<file path="src/hdl/owm_pkg.sv">
// Package for the 1-Wire bus master slot timer.
// Holds opcodes, phase codes, register indexes, defaults and the result record.
// Used by owm_slot and onewire_bus_master_slots.
package owm_pkg;

	localparam int TIME_WIDTH_DEFAULT = 10;
	localparam int OP_W               = 3;
	localparam int DATA_W             = 8;
	localparam int PHASE_W            = 3;
	localparam int BITPOS_W           = 3;
	localparam int NUM_REGS           = 7;
	localparam int CFG_INDEX_W        = 3;

	localparam logic [OP_W-1:0] OP_TICK  = 3'd0;
	localparam logic [OP_W-1:0] OP_RESET = 3'd1;
	localparam logic [OP_W-1:0] OP_WBIT  = 3'd2;
	localparam logic [OP_W-1:0] OP_RBIT  = 3'd3;
	localparam logic [OP_W-1:0] OP_WBYTE = 3'd4;
	localparam logic [OP_W-1:0] OP_RBYTE = 3'd5;

	localparam logic [PHASE_W-1:0] PH_IDLE      = 3'd0;
	localparam logic [PHASE_W-1:0] PH_RST_LOW   = 3'd1;
	localparam logic [PHASE_W-1:0] PH_RST_REL   = 3'd2;
	localparam logic [PHASE_W-1:0] PH_SLOT_LOW  = 3'd3;
	localparam logic [PHASE_W-1:0] PH_SLOT_HIGH = 3'd4;
	localparam logic [PHASE_W-1:0] PH_RECOVER   = 3'd5;

	localparam logic [CFG_INDEX_W-1:0] REG_RESET_LOW     = 3'd0;
	localparam logic [CFG_INDEX_W-1:0] REG_PRESENCE_SMP  = 3'd1;
	localparam logic [CFG_INDEX_W-1:0] REG_RESET_RELEASE = 3'd2;
	localparam logic [CFG_INDEX_W-1:0] REG_SHORT         = 3'd3;
	localparam logic [CFG_INDEX_W-1:0] REG_LONG          = 3'd4;
	localparam logic [CFG_INDEX_W-1:0] REG_READ_SMP      = 3'd5;
	localparam logic [CFG_INDEX_W-1:0] REG_RECOVERY      = 3'd6;

	localparam int RESET_LOW_DEFAULT     = 480;
	localparam int PRESENCE_SMP_DEFAULT  = 70;
	localparam int RESET_RELEASE_DEFAULT = 480;
	localparam int SHORT_DEFAULT         = 1;
	localparam int LONG_DEFAULT          = 60;
	localparam int READ_SMP_DEFAULT      = 15;
	localparam int RECOVERY_DEFAULT      = 1;

	typedef struct packed {
		logic              drive_low;
		logic              busy;
		logic              done;
		logic [DATA_W-1:0] read_data;
		logic              present;
		logic              rejected;
	} result_t;

endpackage

</file>
<file path="src/hdl/onewire_bus_master_slots.sv">
// Top level of the 1-Wire bus master slot timer.
// Input register, timing registers, slot engine and result register.
// Depends on owm_pkg and owm_slot.
//
// Usage: every input item is a command (reset, write bit, read bit, write
// byte, read byte) or a tick of one microsecond carrying the sampled line
// level. Every item produces exactly one result item showing the line drive,
// busy and done flags, and the read data or presence flag at the end of an
// operation. A command arriving while busy is answered with rejected set.
// Timing registers are to be written through the cfg channel only while idle;
// the block does not enforce this. The cfg channel is always ready and
// indexes beyond six are ignored. An item is captured in the input register,
// and the slot engine then updates its state and loads the result register.
// Throughput is one item per cycle while the receiver does not stall, set by
// the single pass through the slot engine. When the receiver stalls, the
// result register holds and the input register fills; in_ready falls only
// when both are occupied. Reset empties both registers, puts the engine in
// idle and loads the default timing values.
module onewire_bus_master_slots #(
	parameter int TIME_WIDTH = owm_pkg::TIME_WIDTH_DEFAULT
) (
	input  logic                              clk,
	input  logic                              arst_n,
	input  logic                              in_valid,
	output logic                              in_ready,
	input  logic [owm_pkg::OP_W-1:0]          opcode,
	input  logic [owm_pkg::DATA_W-1:0]        data,
	input  logic                              line_level,
	output logic                              out_valid,
	input  logic                              out_ready,
	output logic                              drive_low,
	output logic                              busy_res,
	output logic                              done_res,
	output logic [owm_pkg::DATA_W-1:0]        read_data,
	output logic                              present,
	output logic                              rejected,
	input  logic                              cfg_valid,
	output logic                              cfg_ready,
	input  logic [owm_pkg::CFG_INDEX_W-1:0]   cfg_index,
	input  logic [TIME_WIDTH-1:0]             cfg_data
);
	import owm_pkg::*;

	logic                                 valid_s1;
	logic [OP_W-1:0]                      opcode_s1;
	logic [DATA_W-1:0]                    data_s1;
	logic                                 level_s1;
	logic                                 valid_s2;
	result_t                              res_s2;
	result_t                              res;
	logic                                 step;
	logic [NUM_REGS-1:0][TIME_WIDTH-1:0]  cfg_q;

	assign step      = valid_s1 && (!valid_s2 || out_ready);
	assign in_ready  = !valid_s1 || step;
	assign cfg_ready = 1'b1;

	always_ff @(posedge clk or negedge arst_n) begin
		if (!arst_n) begin
			valid_s1 <= 1'b0;
		end else if (in_ready) begin
			valid_s1 <= in_valid;
		end
	end

	always_ff @(posedge clk) begin
		if (in_valid && in_ready) begin
			opcode_s1 <= opcode;
			data_s1   <= data;
			level_s1  <= line_level;
		end
	end

	always_ff @(posedge clk or negedge arst_n) begin
		if (!arst_n) begin
			cfg_q[REG_RESET_LOW]     <= TIME_WIDTH'(RESET_LOW_DEFAULT);
			cfg_q[REG_PRESENCE_SMP]  <= TIME_WIDTH'(PRESENCE_SMP_DEFAULT);
			cfg_q[REG_RESET_RELEASE] <= TIME_WIDTH'(RESET_RELEASE_DEFAULT);
			cfg_q[REG_SHORT]         <= TIME_WIDTH'(SHORT_DEFAULT);
			cfg_q[REG_LONG]          <= TIME_WIDTH'(LONG_DEFAULT);
			cfg_q[REG_READ_SMP]      <= TIME_WIDTH'(READ_SMP_DEFAULT);
			cfg_q[REG_RECOVERY]      <= TIME_WIDTH'(RECOVERY_DEFAULT);
		end else if (cfg_valid && cfg_ready) begin
			unique case (cfg_index)
				REG_RESET_LOW:     cfg_q[REG_RESET_LOW]     <= cfg_data;
				REG_PRESENCE_SMP:  cfg_q[REG_PRESENCE_SMP]  <= cfg_data;
				REG_RESET_RELEASE: cfg_q[REG_RESET_RELEASE] <= cfg_data;
				REG_SHORT:         cfg_q[REG_SHORT]         <= cfg_data;
				REG_LONG:          cfg_q[REG_LONG]          <= cfg_data;
				REG_READ_SMP:      cfg_q[REG_READ_SMP]      <= cfg_data;
				REG_RECOVERY:      cfg_q[REG_RECOVERY]      <= cfg_data;
				default: ;
			endcase
		end
	end

	owm_slot #(
		.TIME_WIDTH (TIME_WIDTH)
	) u_slot (
		.clk        (clk),
		.arst_n     (arst_n),
		.step       (step),
		.opcode     (opcode_s1),
		.data       (data_s1),
		.line_level (level_s1),
		.cfg_regs   (cfg_q),
		.res        (res)
	);

	always_ff @(posedge clk or negedge arst_n) begin
		if (!arst_n) begin
			valid_s2 <= 1'b0;
		end else if (!valid_s2 || out_ready) begin
			valid_s2 <= valid_s1;
		end
	end

	always_ff @(posedge clk) begin
		if (step) begin
			res_s2 <= res;
		end
	end

	assign out_valid = valid_s2;
	assign drive_low = res_s2.drive_low;
	assign busy_res  = res_s2.busy;
	assign done_res  = res_s2.done;
	assign read_data = res_s2.read_data;
	assign present   = res_s2.present;
	assign rejected  = res_s2.rejected;

	a_stall_holds: assert property (@(posedge clk) disable iff (!arst_n)
		(valid_s2 && !out_ready) |=> (valid_s2 && $stable(res_s2)))
		else $error("result changed while stalled");
	a_step_loads: assert property (@(posedge clk) disable iff (!arst_n)
		step |=> valid_s2) else $error("stepped item did not reach the output");
	a_no_overrun: assert property (@(posedge clk) disable iff (!arst_n)
		(valid_s1 && valid_s2 && !out_ready) |-> !in_ready)
		else $error("input taken while both stages are full");

endmodule

</file>
<file path="src/hdl/owm_slot.sv">
// Slot engine of the 1-Wire bus master: phase, tick counter and shift register.
// Computes the result of one item from the current state in a single pass.
// Depends on owm_pkg.
module owm_slot #(
	parameter int TIME_WIDTH = owm_pkg::TIME_WIDTH_DEFAULT
) (
	input  logic                                            clk,
	input  logic                                            arst_n,
	input  logic                                            step,
	input  logic [owm_pkg::OP_W-1:0]                        opcode,
	input  logic [owm_pkg::DATA_W-1:0]                      data,
	input  logic                                            line_level,
	input  logic [owm_pkg::NUM_REGS-1:0][TIME_WIDTH-1:0]    cfg_regs,
	output owm_pkg::result_t                                res
);
	import owm_pkg::*;

	logic [PHASE_W-1:0]                  phase_q, phase_d;
	logic [TIME_WIDTH-1:0]               tick_q, tick_d, cnt;
	logic [BITPOS_W-1:0]                 bitpos_q, bitpos_d;
	logic [DATA_W-1:0]                   shift_q, shift_d;
	logic [OP_W-1:0]                     opkind_q, opkind_d;
	logic                                pres_q, pres_d;
	logic [NUM_REGS-1:0][TIME_WIDTH-1:0] eff;
	logic                                is_write, is_read, wzero, single;
	logic [TIME_WIDTH-1:0]               pres_sp, read_sp, low_dur, high_dur;

	always_comb begin
		for (int i = 0; i < NUM_REGS; i++) begin
			eff[i] = (cfg_regs[i] == '0) ? TIME_WIDTH'(1) : cfg_regs[i];
		end
	end

	assign cnt      = tick_q + TIME_WIDTH'(1);
	assign is_write = (opkind_q == OP_WBIT) || (opkind_q == OP_WBYTE);
	assign is_read  = (opkind_q == OP_RBIT) || (opkind_q == OP_RBYTE);
	assign single   = (opkind_q == OP_WBIT) || (opkind_q == OP_RBIT);
	assign wzero    = is_write && !shift_q[0];
	assign low_dur  = wzero ? eff[REG_LONG] : eff[REG_SHORT];
	assign high_dur = wzero ? eff[REG_SHORT] : eff[REG_LONG];
	assign pres_sp  = (eff[REG_PRESENCE_SMP] < eff[REG_RESET_RELEASE]) ?
	                  eff[REG_PRESENCE_SMP] : eff[REG_RESET_RELEASE];
	assign read_sp  = (eff[REG_READ_SMP] < high_dur) ? eff[REG_READ_SMP] : high_dur;

	always_comb begin
		phase_d  = phase_q;
		tick_d   = tick_q;
		bitpos_d = bitpos_q;
		shift_d  = shift_q;
		opkind_d = opkind_q;
		pres_d   = pres_q;
		res      = '0;
		case (opcode)
			OP_RESET, OP_WBIT, OP_RBIT, OP_WBYTE, OP_RBYTE: begin
				if (phase_q != PH_IDLE) begin
					res.rejected = 1'b1;
				end else begin
					opkind_d = opcode;
					tick_d   = '0;
					bitpos_d = '0;
					pres_d   = 1'b0;
					if (opcode == OP_RESET) begin
						phase_d = PH_RST_LOW;
						shift_d = '0;
					end else begin
						phase_d = PH_SLOT_LOW;
						if (opcode == OP_WBIT) shift_d = {{(DATA_W-1){1'b0}}, data[0]};
						else if (opcode == OP_WBYTE) shift_d = data;
						else shift_d = '0;
					end
				end
			end
			OP_TICK: begin
				if (phase_q != PH_IDLE) begin
					tick_d = cnt;
					unique case (phase_q)
						PH_RST_LOW: begin
							if (cnt >= eff[REG_RESET_LOW]) begin
								phase_d = PH_RST_REL;
								tick_d  = '0;
							end
						end
						PH_RST_REL: begin
							if (cnt == pres_sp) pres_d = !line_level;
							if (cnt >= eff[REG_RESET_RELEASE]) begin
								phase_d     = PH_IDLE;
								tick_d      = '0;
								res.done    = 1'b1;
								res.present = (cnt == pres_sp) ? !line_level : pres_q;
							end
						end
						PH_SLOT_LOW: begin
							if (cnt >= low_dur) begin
								phase_d = PH_SLOT_HIGH;
								tick_d  = '0;
							end
						end
						PH_SLOT_HIGH: begin
							if (is_read && (cnt == read_sp)) begin
								shift_d = {line_level, shift_q[DATA_W-1:1]};
							end
							if (cnt >= high_dur) begin
								phase_d = PH_RECOVER;
								tick_d  = '0;
							end
						end
						PH_RECOVER: begin
							if (cnt >= eff[REG_RECOVERY]) begin
								if (is_write) shift_d = shift_q >> 1;
								bitpos_d = bitpos_q + BITPOS_W'(1);
								tick_d   = '0;
								if (single || (bitpos_q == '1)) begin
									phase_d  = PH_IDLE;
									res.done = 1'b1;
									bitpos_d = '0;
									if (opkind_q == OP_RBIT) begin
										res.read_data = {{(DATA_W-1){1'b0}}, shift_q[DATA_W-1]};
									end else if (opkind_q == OP_RBYTE) begin
										res.read_data = shift_q;
									end
								end else begin
									phase_d = PH_SLOT_LOW;
								end
							end
						end
						default: begin
							phase_d = PH_IDLE;
							tick_d  = '0;
						end
					endcase
				end
			end
			default: ;
		endcase
		res.drive_low = (phase_d == PH_RST_LOW) || (phase_d == PH_SLOT_LOW);
		res.busy      = (phase_d != PH_IDLE);
	end

	always_ff @(posedge clk or negedge arst_n) begin
		if (!arst_n) begin
			phase_q  <= PH_IDLE;
			tick_q   <= '0;
			bitpos_q <= '0;
			shift_q  <= '0;
			opkind_q <= OP_TICK;
			pres_q   <= 1'b0;
		end else if (step) begin
			phase_q  <= phase_d;
			tick_q   <= tick_d;
			bitpos_q <= bitpos_d;
			shift_q  <= shift_d;
			opkind_q <= opkind_d;
			pres_q   <= pres_d;
		end
	end

	a_done_idle: assert property (@(posedge clk) disable iff (!arst_n)
		(step && res.done) |-> !res.busy) else $error("done while still busy");
	a_reject_busy: assert property (@(posedge clk) disable iff (!arst_n)
		(step && res.rejected) |-> (res.busy && !res.done))
		else $error("reject while idle or done");
	a_present_done: assert property (@(posedge clk) disable iff (!arst_n)
		(step && res.present) |-> (res.done && opkind_q == OP_RESET))
		else $error("presence outside reset end");
	a_rdata_done: assert property (@(posedge clk) disable iff (!arst_n)
		(step && res.read_data != '0) |-> (res.done && is_read))
		else $error("read data outside read end");
	a_bitpos_byte: assert property (@(posedge clk) disable iff (!arst_n)
		(bitpos_q != '0) |-> (opkind_q == OP_WBYTE || opkind_q == OP_RBYTE))
		else $error("bit position moved on a non-byte operation");

endmodule
</file>
<file path="config.mk">
export PLATFORM = sky130hd
export DESIGN_NAME = onewire_bus_master_slots
export DESIGN_NICKNAME = d
export VERILOG_FILES = /design/src/hdl/owm_pkg.sv /design/src/hdl/onewire_bus_master_slots.sv /design/src/hdl/owm_slot.sv
export SDC_FILE = /design/constraint.sdc
export NUM_CORES = 1
export LEC_CHECK = 0
export ABC_AREA = 1
export ABC_CLOCK_PERIOD_IN_PS = 3700
export BUFFER_PORTS_ARGS = -buffer_cell sky130_fd_sc_hd__buf_4
export CAP_MARGIN = 20
export CORE_ASPECT_RATIO = 0.9
export CORE_MARGIN = 2
export CORE_UTILIZATION = 40
export CTS_BUF_LIST = sky130_fd_sc_hd__clkbuf_8
export DETAILED_ROUTE_END_ITERATION = 10
export SLEW_MARGIN = 40
export SYNTH_ARGS = -nofsm -noshare
export SYNTH_HDL_FRONTEND = slang
export SYNTH_SLANG_ARGS = --single-unit
</file>
<file path="constraint.sdc">
create_clock -name clk -period 3.7 [get_ports clk]
set_input_delay 0.185 -clock clk [delete_from_list [all_inputs] [get_ports clk]]
set_output_delay 0.185 -clock clk [all_outputs]
set_load 0.1 [all_outputs]
</file>
==> results of run 1 <==
flip-flops by register name, indices dropped and copies added, names as in the netlist, 3 cells and up:
register / count
cfg_q: 70
u_slot.phase_q: 3
opcode_s1: 3
u_slot.tick_q: 10
read_data: 8
u_slot.bitpos_q: 3
data_s1: 8
u_slot.opkind_q: 3
u_slot.shift_q: 8
power by group:
group / switching [W] / internal [W]
registers: 0.000227 / 0.00169
clock network: 0.000580 / 0.000594
logic: 0.00186 / 0.000919
path summary, 6_finish.rpt:
kind | from | end | slack [ps]
worst min-delay path | cfg_data[9] | cfg_q[19]$_DFFE_PN0P_ | 140
max in group asynchronous | arst_n | cfg_q[53]$_DFFE_PN1P_ | 2550
min in group asynchronous | arst_n | cfg_q[38]$_DFFE_PN0P_ | 310
worst min register to register | u_slot.shift_q[1]$_DFFE_PN0P_ | u_slot.shift_q[1]$_DFFE_PN0P_ | 470
worst max register to register | u_slot.tick_q[1]$_DFFE_PN0P_ | busy_res$_DFFE_PP_ | 270
worst max-delay path | u_slot.tick_q[1]$_DFFE_PN0P_ | busy_res$_DFFE_PP_ | 270
kinds of logic after synthesis:
logic type      count (synthesis)
other cells                     1
simple gates                  490
compound gates                193
buf+inv                       183
fa+ha+maj                      69
xor+xnor                        9
flops                         125
stage by stage:
step	worst slack, ps	hold WS, ps	cell area (um2)	cells	power, W
finish	266	144	9360	1405	0.00588
CTS	68.2	129	9270	1401	0.00577
global placement	-6.89	261	8730	1354	0.00454
global route	-21.6	159	9360	1405	0.00640
detailed placement	-18.0	262	8730	1354	0.00457
floorplan	591	-111	8050	1070	0.00388
layout by cell type, fill, tap and decap left out, drive strengths merged, types with 2 or more instances in the layout:
cell type / synthesis / routed
a21oi: 36 / 36
a31o: 2 / 2
a31oi: 2 / 2
and3: 2 / 2
buf: 7 / 74
bufinv: 0 / 2
clkbuf: 36 / 17
clkinv: 0 / 8
clkinvlp: 0 / 4
dfrtp: 79 / 79
dfstp: 21 / 21
dlygate4sd3: 0 / 15
edfxtp: 25 / 25
ha: 69 / 69
inv: 140 / 141
nand2: 283 / 283
nand3: 71 / 73
nand4: 23 / 23
nor2: 93 / 93
nor3: 7 / 7
nor4: 9 / 9
o211ai: 9 / 9
o21ai: 134 / 134
o31ai: 2 / 2
xor2: 9 / 9
repair_timing:
action                                  4_1_cts  5_1_grt
pin swaps                                     0        3
hold buffers                                 15        0
setup buffers                                 0        2
gates cloned                                  0        2
endpoints found under the setup margin        8       22
hold endpoints to repair                     51        0
gates resized for setup                       1       18
cell type report:
type / count / area (um2)
inverters: 140 / 526
fillers: 1999 / 10500
clock buffers: 17 / 234
flip-flops and latches: 125 / 3280
well taps: 255 / 319
clock inverters: 15 / 149
repair buffers: 89 / 706
multi-input cells: 764 / 4150
worst max-delay path, delay by kind of cell (launching register included):
family / cells / cell delay (ps)
flops: 1 / 380
simple gates: 10 / 1200
compound gates: 5 / 630
buf+inv: 3 / 340
fa+ha+maj: 2 / 480
xor+xnor: 1 / 160
routing by layer:
layer  global-route usage  vias to the layer above  share of wire
li1                     -                     3650              -
met1                0.320                     3333           0.51
met2                0.326                      140           0.44
met3               0.0309                       24          0.038
met4               0.0579                        0          0.017
met5                    0                        -              0
==> results.json, run 1 <==
{
  "skew_ps": 13.5,
  "synth_most_common_cell": "nand2_1",
  "path_class": "flop to flop",
  "cp_slowest_cell": "dfrtp_1",
  "root_buffer": "clkbuf_8",
  "finalSetupViolCount": 0,
  "hold_viol": 0,
  "yosysSeqAreaShare": 0.407,
  "worstSetupEndpointType": "flop",
  "startpoint_type": "flop",
  "timing.slew.headroom": 0.481,
  "htree_levels": 4,
  "gr-total-overflow": 0,
  "start_util": 0.405,
  "drc": 0,
  "synthXorXnorAreaFrac": 0.00979,
  "synth_top_cell_area_share": 0.245,
  "syn_nets": 1169,
  "cts.sink_count": 125,
  "die_y_um": 139,
  "hold_class": "input port to flop",
  "max_stage_delay_ps": 380,
  "synth_top_family_by_area": "simple AND/OR/NAND/NOR gates",
  "finalSetupTns_ps": 0,
  "areaGrowthSynthToFinish_pct": 16.3,
  "path_max_fanout": 6,
  "timing.final.crit_share": 0.928,
  "synthTopCellsByArea": "dfrtp_1 25%, nand2_1 13%, ha_1 11%, edfxtp_1 9.3%, o21ai_0 8.1%",
  "cap_viol_max_count": 0,
  "critPathArrivalTime_ps": 3620,
  "synthArstFlopShare": 0.800,
  "path_common_cell": "nand2_1",
  "n_antenna_cell": 0,
  "cts_tree": "done",
  "min_period_ps": 3430,
  "synth-edff-count": 25,
  "p_leak_nw": 4.68,
  "antenna_found_initial": 0,
  "io_pins": 46,
  "hpwlAfterDp_mm": 16.8,
  "synth_compound_area_frac": 0.129,
  "clock_path_buffers": 2,
  "grt_pass1_wl_mm": 36.1,
  "row_count": 49,
  "holdPathStages": 3,
  "drive_above_1_share": 0.133,
  "syn-instance-count": 1070,
  "avgSynthCellArea_um2": 7.53,
  "synth_common_cells": "274 x nand2_1, 139 x inv_1, 131 x o21ai_0",
  "yosys.area_share.simple": 0.259,
  "drtIter0Drc": 626,
  "yosysTopAreaCell": "dfrtp_1",
  "synth-adder-area-share": 0.107,
  "avgRoutedWirePerCell_um": 15.8,
  "nNetsFinal": 1236,
  "crit_required_ps": 3890,
  "core_um2": 19900,
  "portBuffers": 44,
  "cts_buffers": 17,
  "synth_flop_cell": "dfrtp_1",
  "clk_pin_slew_ps": 80,
  "grt_pass1_vias": 6833,
  "drt_first_pass_iters": 5,
  "ys_warn_count": 0,
  "vdd_drop_max_mv": 0.272,
  "synth-seq-cells": 125,
  "fmax_mhz": 291,
  "vias": 7147,
  "netlist_area_um2": 8050,
  "reg2reg_depth": 21,
  "grtUsageTotal": 0.214,
  "power_density_nw_per_um2": 628,
  "die_area_um2": 21300,
  "final_core_util": 0.471,
  "grt_max_degree": 54,
  "vias_per_cell": 5.09,
  "drt-total-wl_mm": 22.2,
  "clk-insertion-delay-late_ps": 450,
  "antenna_left": 0,
  "gp_congestion": 0.924,
  "status": "completed",
  "synth_mux_area_frac": 0,
  "synth_cell_types": 43,
  "tightestPinTransition_ps": 776,
  "path_cells": "ha_1 -> nand2_1 -> inv_1 -> nand4_1 -> nor2_1 -> nand2_1 -> xor2_2 -> inv_1 -> buf_4 -> ha_1 -> nand2_1 -> o21ai_0 -> a21oi_1 -> nand3_1 -> nor3_1 -> nor2_1 -> a31oi_1 -> o21ai_1 -> o21ai_0 -> nor2_1 -> nand2_1",
  "dieWidth_um": 154,
  "slew_violations": 0
}
(Power assumes the default switching activity.)
==> inputs of run 2 (changes only) <==
==> constraint.sdc (replaced) <==
create_clock -name clk -period 3.7 [get_ports clk]
set_input_delay 0.74 -clock clk [delete_from_list [all_inputs] [get_ports clk]]
set_output_delay 0.74 -clock clk [all_outputs]
set_load 0.1 [all_outputs]
==> results.json, run 2 (synthesis gave the netlist of run 1 again) <==
{
  "n_antenna_cell": 0,
  "status": "completed",
  "grtUsageTotal": 0.217,
  "timing.final.crit_share": 0.934,
  "vias": 7120,
  "tightestPinTransition_ps": 711,
  "finalSetupViolCount": 0,
  "gr-total-overflow": 0,
  "timing.slew.headroom": 0.524,
  "critPathArrivalTime_ps": 3810,
  "cp_slowest_cell": "dfrtp_1",
  "seq_power_share": 0.332,
  "min_period_ps": 3460,
  "areaGrowthSynthToFinish_pct": 14.1,
  "fill_cells": 2040,
  "grt_pass1_wl_mm": 36.4,
  "final_cell_mix": "274 x nand2_1, 138 x inv_1, 126 x o21ai_0, 93 x nor2_1, 79 x dfrtp_1",
  "path_class": "flop to flop",
  "power_density_nw_per_um2": 633,
  "reg2reg_depth": 25,
  "worstSetupEndpointType": "flop",
  "die_y_um": 139,
  "crit_required_ps": 4050,
  "dieWidth_um": 154,
  "grt_pass1_vias": 6822,
  "top_register": "cfg_q",
  "slew_violations": 0,
  "vdd_drop_max_mv": 0.278,
  "drc": 0,
  "startpoint_type": "flop",
  "clock_path_buffers": 2,
  "swShare": 0.458,
  "r2r-end": "u_slot.shift_q[2]$_DFFE_PN0P_",
  "antenna_found_initial": 1,
  "max_stage_delay_ps": 450,
  "grt_max_degree": 48,
  "path_max_fanout": 10,
  "critPathBufInv": 5,
  "root_buffer": "clkbuf_8",
  "critPathCapture": "u_slot.shift_q[2]$_DFFE_PN0P_",
  "hold_ws_ps": 294,
  "avgRoutedWirePerCell_um": 16.0,
  "drt_first_pass_iters": 5,
  "portBuffers": 44,
  "hold_class": "input port to async pin",
  "htree_levels": 4,
  "nNetsFinal": 1221,
  "antenna_left": 0,
  "final_core_util": 0.463,
  "p_comb_frac": 0.473,
  "die_area_um2": 21300,
  "p_switching_w": 0.00266,
  "multiInputGateArea_um2": 4140,
  "path_common_cell": "nand2_1",
  "cp_num_cells": 25,
  "gp_congestion": 0.899,
  "hpwlAfterDp_mm": 17.1,
  "cap_viol_max_count": 0,
  "row_count": 49,
  "io_pins": 46,
  "p_clk_frac": 0.195,
  "crit_family": "simple AND/OR/NAND/NOR gates",
  "p_int_w": 0.00315,
  "p_leak_nw": 4.60,
  "regArea_um2": 3280,
  "cts_buffers": 17,
  "largest_registers": "cfg_q x70, u_slot.tick_q x10",
  "r2r_start": "u_slot.opkind_q[0]$_DFFE_PN0P_",
  "crit_start": "u_slot.opkind_q[0]$_DFFE_PN0P_",
  "drive_above_1_share": 0.131,
  "skew_ps": 9.60,
  "drt-total-wl_mm": 22.3,
  "largest_reg_flops": 70,
  "clk_pin_slew_ps": 80,
  "cts_tree": "done",
  "core_um2": 19900,
  "layout_commonest_cell": "nand2_1",
  "rsz0062_at_grt": "true",
  "drtIter0Drc": 595,
  "hold_viol": 0,
  "rrSetupSlack_ps": 240,
  "start_util": 0.405,
  "cts.sink_count": 125,
  "vias_per_cell": 5.12,
  "clk-insertion-delay-late_ps": 460,
  "fmax_mhz": 289
}
## run 2: repair_timing
item	4_1_cts	5_1_grt
cloned	0	2
buffers inserted	0	2
pin swaps	0	1
hold buffers	0	0
setup endpoints to repair	8	12
gates resized for setup	2	11
## run 2: worst min path at each step
stage                                             start                       endpoint  slack [ps]  cells after the start
after global routing                             arst_n          cfg_q[61]$_DFFE_PN0P_         330                      1
after detailed placement  u_slot.shift_q[4]$_DFFE_PN0P_  u_slot.shift_q[4]$_DFFE_PN0P_         460                      2
after CTS                                        arst_n          cfg_q[64]$_DFFE_PN0P_         310                      1
after floorplan                                  arst_n           cfg_q[0]$_DFFE_PN0P_         440                      0
final                                            arst_n          cfg_q[64]$_DFFE_PN0P_         290                      1
after global placement    u_slot.shift_q[7]$_DFFE_PN0P_  u_slot.shift_q[7]$_DFFE_PN0P_         450                      2
## run 2: final cells by class
cell class                      instances  share of cell area
Clock buffer                           18              0.0270
Clock inverter                         14              0.0132
Inverter                              140              0.0576
Multi-Input combinational cell        764               0.450
Sequential cell                       125               0.357
Tap cell                              255              0.0347
Timing Repair Buffer                   74              0.0605
## run 2: through the flow
step | power [W] | cells | setup slack [ps] | cell area [um2] | TNS (ps)
CTS | 0.00571 | 1386 | 93.0 | 9100 | 0
global placement | 0.00452 | 1354 | 7.27 | 8730 | 0
detailed placement | 0.00456 | 1354 | -25.3 | 8730 | -151
floorplan | 0.00388 | 1070 | 591 | 8050 | 0
global route | 0.00636 | 1390 | -14.9 | 9190 | -22.6
finish | 0.00582 | 1390 | 243 | 9190 | 0
## run 2: per-layer routing
| layer | vias up | GRT usage | routed length [um] |
|---|---|---|---|
| met5 | - | 0 | 0 |
| met4 | 0 | 0.0604 | 363 |
| met3 | 26 | 0.0453 | 1200 |
| met2 | 165 | 0.330 | 9930 |
| met1 | 3297 | 0.315 | 10800 |
| li1 | 3632 | - | - |
## run 2: power groups by stage
stage	clock, W	sequential (W)	combinational (W)
floorplan	0	0.00203	0.00186
global placement	0	0.00195	0.00258
detailed placement	0	0.00195	0.00262
CTS	0.00116	0.00192	0.00263
global route	0.00122	0.00196	0.00317
finish	0.00113	0.00193	0.00275
==> inputs of run 3 (changes only) <==
Settings changed: CORE_ASPECT_RATIO 0.9 to 2.
==> results.json, run 3 (synthesis gave the netlist of run 1 again) <==
{
  "status": "completed",
  "portBuffers": 44,
  "die_y_um": 205,
  "clock_path_buffers": 2,
  "final_cell_area_um2": 9360,
  "clk-insertion-delay-late_ps": 480,
  "finalSetupTns_ps": 0,
  "path_max_fanout": 10,
  "vias": 7228,
  "fmax_mhz": 290,
  "power_w": 0.00621,
  "path_class": "flop to flop",
  "dieWidth_um": 104,
  "start_util": 0.406,
  "timing.slew.headroom": 0.479,
  "skew_ps": 15.8,
  "p_int_w": 0.00349,
  "antenna_found_initial": 0,
  "seq_power_share": 0.309,
  "gp_congestion": 0.902,
  "cts_hold_buf": 0,
  "p_comb_frac": 0.462,
  "n_antenna_cell": 0,
  "startpoint_type": "flop",
  "worstSetupEndpointType": "flop",
  "row_count": 73,
  "place_worst_setup_slack_ps": -30.1,
  "layout_commonest_cell": "nand2_1",
  "grt_max_degree": 101,
  "final_cell_mix": "274 x nand2_1, 140 x inv_1, 126 x o21ai_0, 93 x nor2_1, 81 x buf_4",
  "cts_tree": "done",
  "p_switching_w": 0.00272,
  "gr-total-overflow": 0,
  "cap_viol_max_count": 0,
  "placed_area_um2": 8810,
  "grt_pass1_vias": 7041,
  "hold_class": "input port to async pin",
  "multiInputGateArea_um2": 4140,
  "antenna_left": 0,
  "vias_per_cell": 5.14,
  "areaGrowthSynthToFinish_pct": 16.2,
  "finalWorstSetupSlack_ps": 255,
  "drtIter0Drc": 400,
  "power_density_nw_per_um2": 663,
  "core_um2": 19800,
  "fill_cells": 2008,
  "root_buffer": "clkbuf_8",
  "p_leak_nw": 4.70,
  "largest_registers": "cfg_q x70, u_slot.tick_q x10",
  "top_register": "cfg_q",
  "grt_pass1_wl_mm": 37.0,
  "avgRoutedWirePerCell_um": 16.7,
  "grtUsageTotal": 0.228,
  "p_clk_frac": 0.229,
  "swShare": 0.438,
  "die_area_um2": 21400,
  "cts_buffers": 17,
  "drc": 0,
  "regArea_um2": 3280,
  "drt_first_pass_iters": 5,
  "nNetsFinal": 1229,
  "tightestPinTransition_ps": 779,
  "hpwlAfterDp_mm": 18.2,
  "reg2reg_depth": 22,
  "vdd_drop_max_mv": 0.292,
  "timing.final.crit_share": 0.931,
  "critPathArrivalTime_ps": 3810,
  "io_pins": 46,
  "drt-total-wl_mm": 23.4,
  "largest_reg_flops": 70,
  "drive_above_1_share": 0.139,
  "finalSetupViolCount": 0,
  "min_period_ps": 3450,
  "crit_required_ps": 4070,
  "hold_viol": 0,
  "rsz0062_at_grt": "true",
  "cts.sink_count": 125,
  "htree_levels": 4,
  "slew_violations": 0,
  "clk_pin_slew_ps": 80
}
run 3: final timing paths:
path / start / to / slack (ps)
max: u_slot.opkind_q[2]$_DFFE_PN0P_ / u_slot.shift_q[2]$_DFFE_PN0P_ / 250
min: arst_n / cfg_q[13]$_DFFE_PN0P_ / 320
max reg2reg: u_slot.opkind_q[2]$_DFFE_PN0P_ / u_slot.shift_q[2]$_DFFE_PN0P_ / 250
min reg2reg: u_slot.shift_q[5]$_DFFE_PN0P_ / u_slot.shift_q[5]$_DFFE_PN0P_ / 480
max in group asynchronous: arst_n / cfg_q[7]$_DFFE_PN1P_ / 2950
min in group clk: opcode[0] / opcode_s1[0]$_DFFE_PP_ / 440
run 3: timing repair:
| item | CTS | global route |
|---|---|---|
| pin swaps | 0 | 1 |
| setup buffers | 0 | 2 |
| endpoints found under the setup margin | 8 | 26 |
| gates cloned | 0 | 2 |
| resized for setup | 1 | 12 |
run 3: power groups by stage:
stage	Sequential (W)	Combinational (W)	Clock (W)
2_1_floorplan	0.00203	0.00186	0
3_3_place_gp	0.00194	0.00270	0
3_5_place_dp	0.00194	0.00275	0
4_1_cts	0.00191	0.00276	0.00146
5_1_grt	0.00195	0.00323	0.00151
6_report	0.00192	0.00287	0.00142
run 3: cell type report:
cell class,count,area share
inverter,140,0.0561
clock buffer,18,0.0265
timing repair buffer,82,0.0671
clock inverter,14,0.0231
sequential,125,0.350
tap,262,0.0350
multi-input combinational,764,0.442
run 3: layer usage:
metal / part of all wire / vias to the layer above / wire length, um / GRT usage
met1: 0.36 / 3359 / 8350 / 0.222
met2: 0.56 / 159 / 13100 / 0.445
met3: 0.028 / 64 / 666 / 0.0417
li1: - / 3646 / - / -
met5: 0 / - / 0 / 0
met4: 0.058 / 0 / 1360 / 0.123
run 3: metrics by stage:
stage          utilization  hold WS, ps  instances
2_1_floorplan            -          442       1070
3_3_place_gp         0.445          455       1369
3_5_place_dp         0.445          459       1369
4_1_cts              0.468          321       1401
5_1_grt              0.472          355       1405
6_report             0.472          325       1405
run 3: worst max-delay path: stages, from the launching register on:
cell	delay [ps]
dfrtp_1	400
inv_1	100
nand2_2	90
nand2_4	130
nand3_2	180
o21ai_0	450
ha_1	310
nand3_1	110
nor2_1	50
and3_1	180
nand2_2	90
buf_4	170
nand4_1	170
nand3_1	140
nand2_1	50
inv_1	50
nand2_1	40
nor2_1	100
nand3_1	130
nand2_4	140
nand2_4	90
nand2_1	90
nand2_1	50
